<file path="config.mk">
export PLATFORM = sky130hd
export DESIGN_NAME = ptphr_ram
export DESIGN_NICKNAME = d
export VERILOG_FILES = /design/src/sv/ptphr_ram.sv
export SDC_FILE = /design/constraint.sdc
export NUM_CORES = 2
export LEC_CHECK = 0
export ABC_AREA = 1
export BUFFER_PORTS_ARGS = -buffer_cell sky130_fd_sc_hd__clkbuf_2
export CAP_MARGIN = 15
export CORE_ASPECT_RATIO = 1.2
export CORE_MARGIN = 5
export CORE_UTILIZATION = 45
export CTS_CLUSTER_DIAMETER = 120
export DETAILED_ROUTE_END_ITERATION = 7
export HOLD_SLACK_MARGIN = 0.03
export PLACE_DENSITY = 0.7
export SYNTH_ARGS = -nofsm -noshare
export SYNTH_HDL_FRONTEND = slang
export SYNTH_SLANG_ARGS = --single-unit
</file>
<file path="constraint.sdc">
create_clock -name clk -period 4 [get_ports clk]
set_input_delay 0.2 -clock clk [delete_from_list [all_inputs] [get_ports clk]]
set_output_delay 0.2 -clock clk [all_outputs]
set_load 0.01 [all_outputs]
</file>
<file path="src/sv/ptphr_ram.sv">
`timescale 1ns / 1ps

module ptphr_ram #(
	parameter int WIDTH = 32,
	parameter int DEPTH = 64,
	localparam int AW = (DEPTH > 1) ? $clog2(DEPTH) : 1
) (
	input  logic             clk,
	input  logic             we,
	input  logic [AW-1:0]    waddr,
	input  logic [WIDTH-1:0] wdata,
	input  logic [AW-1:0]    raddr,
	output logic [WIDTH-1:0] rdata
);

	logic [WIDTH-1:0] mem [DEPTH];

	always_ff @(posedge clk) begin
		if (we) begin
			mem[waddr] <= wdata;
		end
		rdata <= mem[raddr];
	end

endmodule
</file>
# Yosys cells after proc, flatten, opt, wreduce, memory -nomap -nowiden
# Memories as Yosys holds them, arrays and structs flattened. A register that Yosys moved wholly into a read port is not among the register bits.
# Index checks and enable logic that the tools add are counted.
# W data, S select, Z words.
# word_totals
register_bits	0
mem_bits_rw	2048
mem_count	1
# memory_table
name	depth	word_bits	rd	rd_ports_with_merged_regs	write_ports	line	text
mem	64	32	1	1	1	16	logic [WIDTH-1:0] mem [DEPTH];
# op_classes
n_mux	2
# ops
op	count
$mux W1	2

# Depth between registers and ports, before layout
# logic_depth
word_depth	2
depth_mapped	13
mapped_depth_nobuf	9

# Least setup slack after synthesis
# Ideal clock, no wire load.
# synth_timing
kind	input port to flip-flop
startpoint	in we
endpoint	mem mem[48][0], enable pin
setup_time_ns	0.502
t_arrival_ns	3.828
t_required_ns	3.498
path_slack_ns	-0.330
path_stages	3
n_path_buf	1
cell_sequence	clkbuf_1 -> nand4_1 -> nor4_1
# synth_via
elab_chain_cells	2
# synth_rtl
item	line	text
start, declared	9	input logic we,
$mux W1	19	if (we) begin
$mux W1 (implied by the code)	20	mem[waddr] <= wdata;
end, declared	16	
# Every way passes these cells.

==> metrics <==
Achievable Freq=427 MHz; nature of the critical path startpoint=primary input; min-delay worst type=in2reg; Final #Nets=6834; P&R area growth vs syn=11.6%; Avg Cell Area, Syn=12.2 um^2; hpwl dp=124 mm; largest cells by area after synthesis=edfxtp_1, nand3_1, nand2_1; gr usage total=0.234; io pins=78; maximum fanout along the worst path=85; initial drt markers=7381; Critical-path top delay cell=buf_4; drc violations=0; run status=finished clean; Vias/cell=5.85; Slew Viols, Final=0; Final Power=43.9 mW; Post-DRT Antenna Nets=0; WP data arrival=3.10 ns; Core Area=183000 um^2; first-pass GRT wire length=340 mm; Leak Pwr=32.2 nW; clock sink count=2080; Routed WL per cell=24.6 um; CTS tree=yes; post-synth top area cell=edfxtp_1; clock root cell=clkbuf_16; CTS clk-pin slew, worst paths=0.07 ns; Ys Warns=0; layout cells sized above 1=0.0827; H-tree lvl count=4; vias after detailed routing=54900; Clock Skew=0.0378 ns; Cell Area, Synth=82700 um^2; placement row count=172; synthesized instance count=6769; endpoints failing hold=0; largest net degree at the start of global routing=218; Total Routed Length=231 mm; Final period util=0.585; initial antenna violation count=9; Buffers on Ports=77; Critical Path RT=4.76 ns; RSZ-0062 raised after global routing=no; synthesis-stage register bit count=2080; number of global-route vias before repair=52900; GR Overflow Total=0; worst skew pair latency=0.82 ns; CP Class=in2reg; post-CTS setup buffers=0; Longest Clk Path Bufs=3; Tmin final=2.34 ns; Rel. slew slack=0.236; Max stage delay on crit path=0.81 ns; Power Dens Cells=476 nW/um^2; max cap viols=0; die width=401 um; share of the synthesized area in the top cell type=0.743; crit path cell chain=buf_8 -> buf_4 -> nand2_1 -> nand3_1 -> nand3_1 -> nand3_1 -> nand3_1 -> nand2_1 -> nand2_1 -> nand2_1; syn nets=6815; TritonCTS buffer count=181; initial core utilization=0.452; Worst-Margin Slew=1.15 ns; die area=193000 um^2; TritonRoute pass-1 iters=8; Final setup viols=0; Worst VDD drop=0.343 mV; Die Y=480 um; hold_ws=0.0727 ns; register area share after synthesis=0.751; GPL Wtd Cong=0.853; CP Capture Type=register; Cell variety after synth=16
## final cells by class
class | count | area (um^2)
diodes | 8 | 20.0
clock buffers | 249 | 4880
clock inverters | 84 | 758
fillers | 15100 | 90600
inverters | 12 | 81.3
multi-input cells | 4228 | 18800
flip-flops and latches | 2080 | 62100
well taps | 2436 | 3050
repair buffers | 285 | 2620
## through the flow
stage	worst slack, ns	utilization	area (um^2)	instances	TNS (ns)
finish	1.66	0.505	92300	9382	0
CTS	1.77	0.504	92300	9373	0
global placement	1.03	0.473	86500	9024	0
detailed placement	0.986	0.473	86500	9024	0
global route	1.68	0.505	92300	9375	0
floorplan	-0.330	-	82700	6769	-84.48
## critical path: cells and delay by family
family | cells | cell delay [ns]
buf+inv | 2 | 1.24
simple gates | 8 | 1.39
## logic make-up after synthesis
| group | after synthesis | synth area share |
|---|---|---|
| buffers and inverters | 461 | 0.0278 |
| flip-flops | 2080 | 0.751 |
| AND/OR/NAND/NOR | 4228 | 0.221 |
## worst paths after layout
kind                         startpoint               endpoint  slack, ns  cells past startpoint
setup / recovery               raddr[0]       rdata[6]$_DFF_P_       1.66                     10
hold / removal                wdata[20]  mem[26][20]$_DFFE_PP_       0.07                      2
setup reg to reg  mem[17][20]$_DFFE_PP_      rdata[20]$_DFF_P_       2.18                      8
hold reg to reg   mem[62][16]$_DFFE_PP_      rdata[16]$_DFF_P_       0.80                      8
## Yosys cell counts
cell / instances
buf_6: 3
nand2_1: 2248
buf_4: 45
edfxtp_1: 2048
nor2_1: 56
buf_8: 2
nand3_1: 1907
inv_1: 9
nand4_1: 9
nor4_1: 8
buf_1: 40
buf_2: 282
inv_4: 1
clkbuf_1: 77
inv_2: 2
dfxtp_1: 32
## where the power goes
part           total [mW]  switching (mW)  internal (mW)
Clock                16.9            7.72           9.17
Sequential           24.2          0.0882           24.1
Combinational        2.82            2.14          0.685
Total                43.9            9.95           34.0
## cells in the final DEF (no fill, tap or decap), drive strengths merged
| cell type | count |
|---|---|
| nand2 | 2248 |
| edfxtp | 2048 |
| nand3 | 1907 |
| clkbuf | 321 |
| buf | 197 |
| clkinv | 65 |
| nor2 | 56 |
| dfxtp | 32 |
| inv | 20 |
| dlygate4sd3 | 16 |
| nand4 | 9 |
| bufinv | 9 |
| diode | 8 |
| nor4 | 8 |
| clkinvlp | 2 |
## layer usage
metal  global-route usage  routed length (um)  up-vias
met5                    0                  34        -
met2                0.378              110000     3203
li1                     -                   -    24100
met4                0.105               10500        6
met3               0.0446               24800      498
met1                0.310               86000    27000
## what timing repair did
item                                   CTS  global route
gates resized for setup                  0             0
endpoints found under the hold margin  292             0
hold buffers                            16             0
## registers in the layout, summed over array words and instances (netlist names)
signal / count
mem: 2048
rdata: 32
Note: power is estimated with default switching activity, not from simulation.
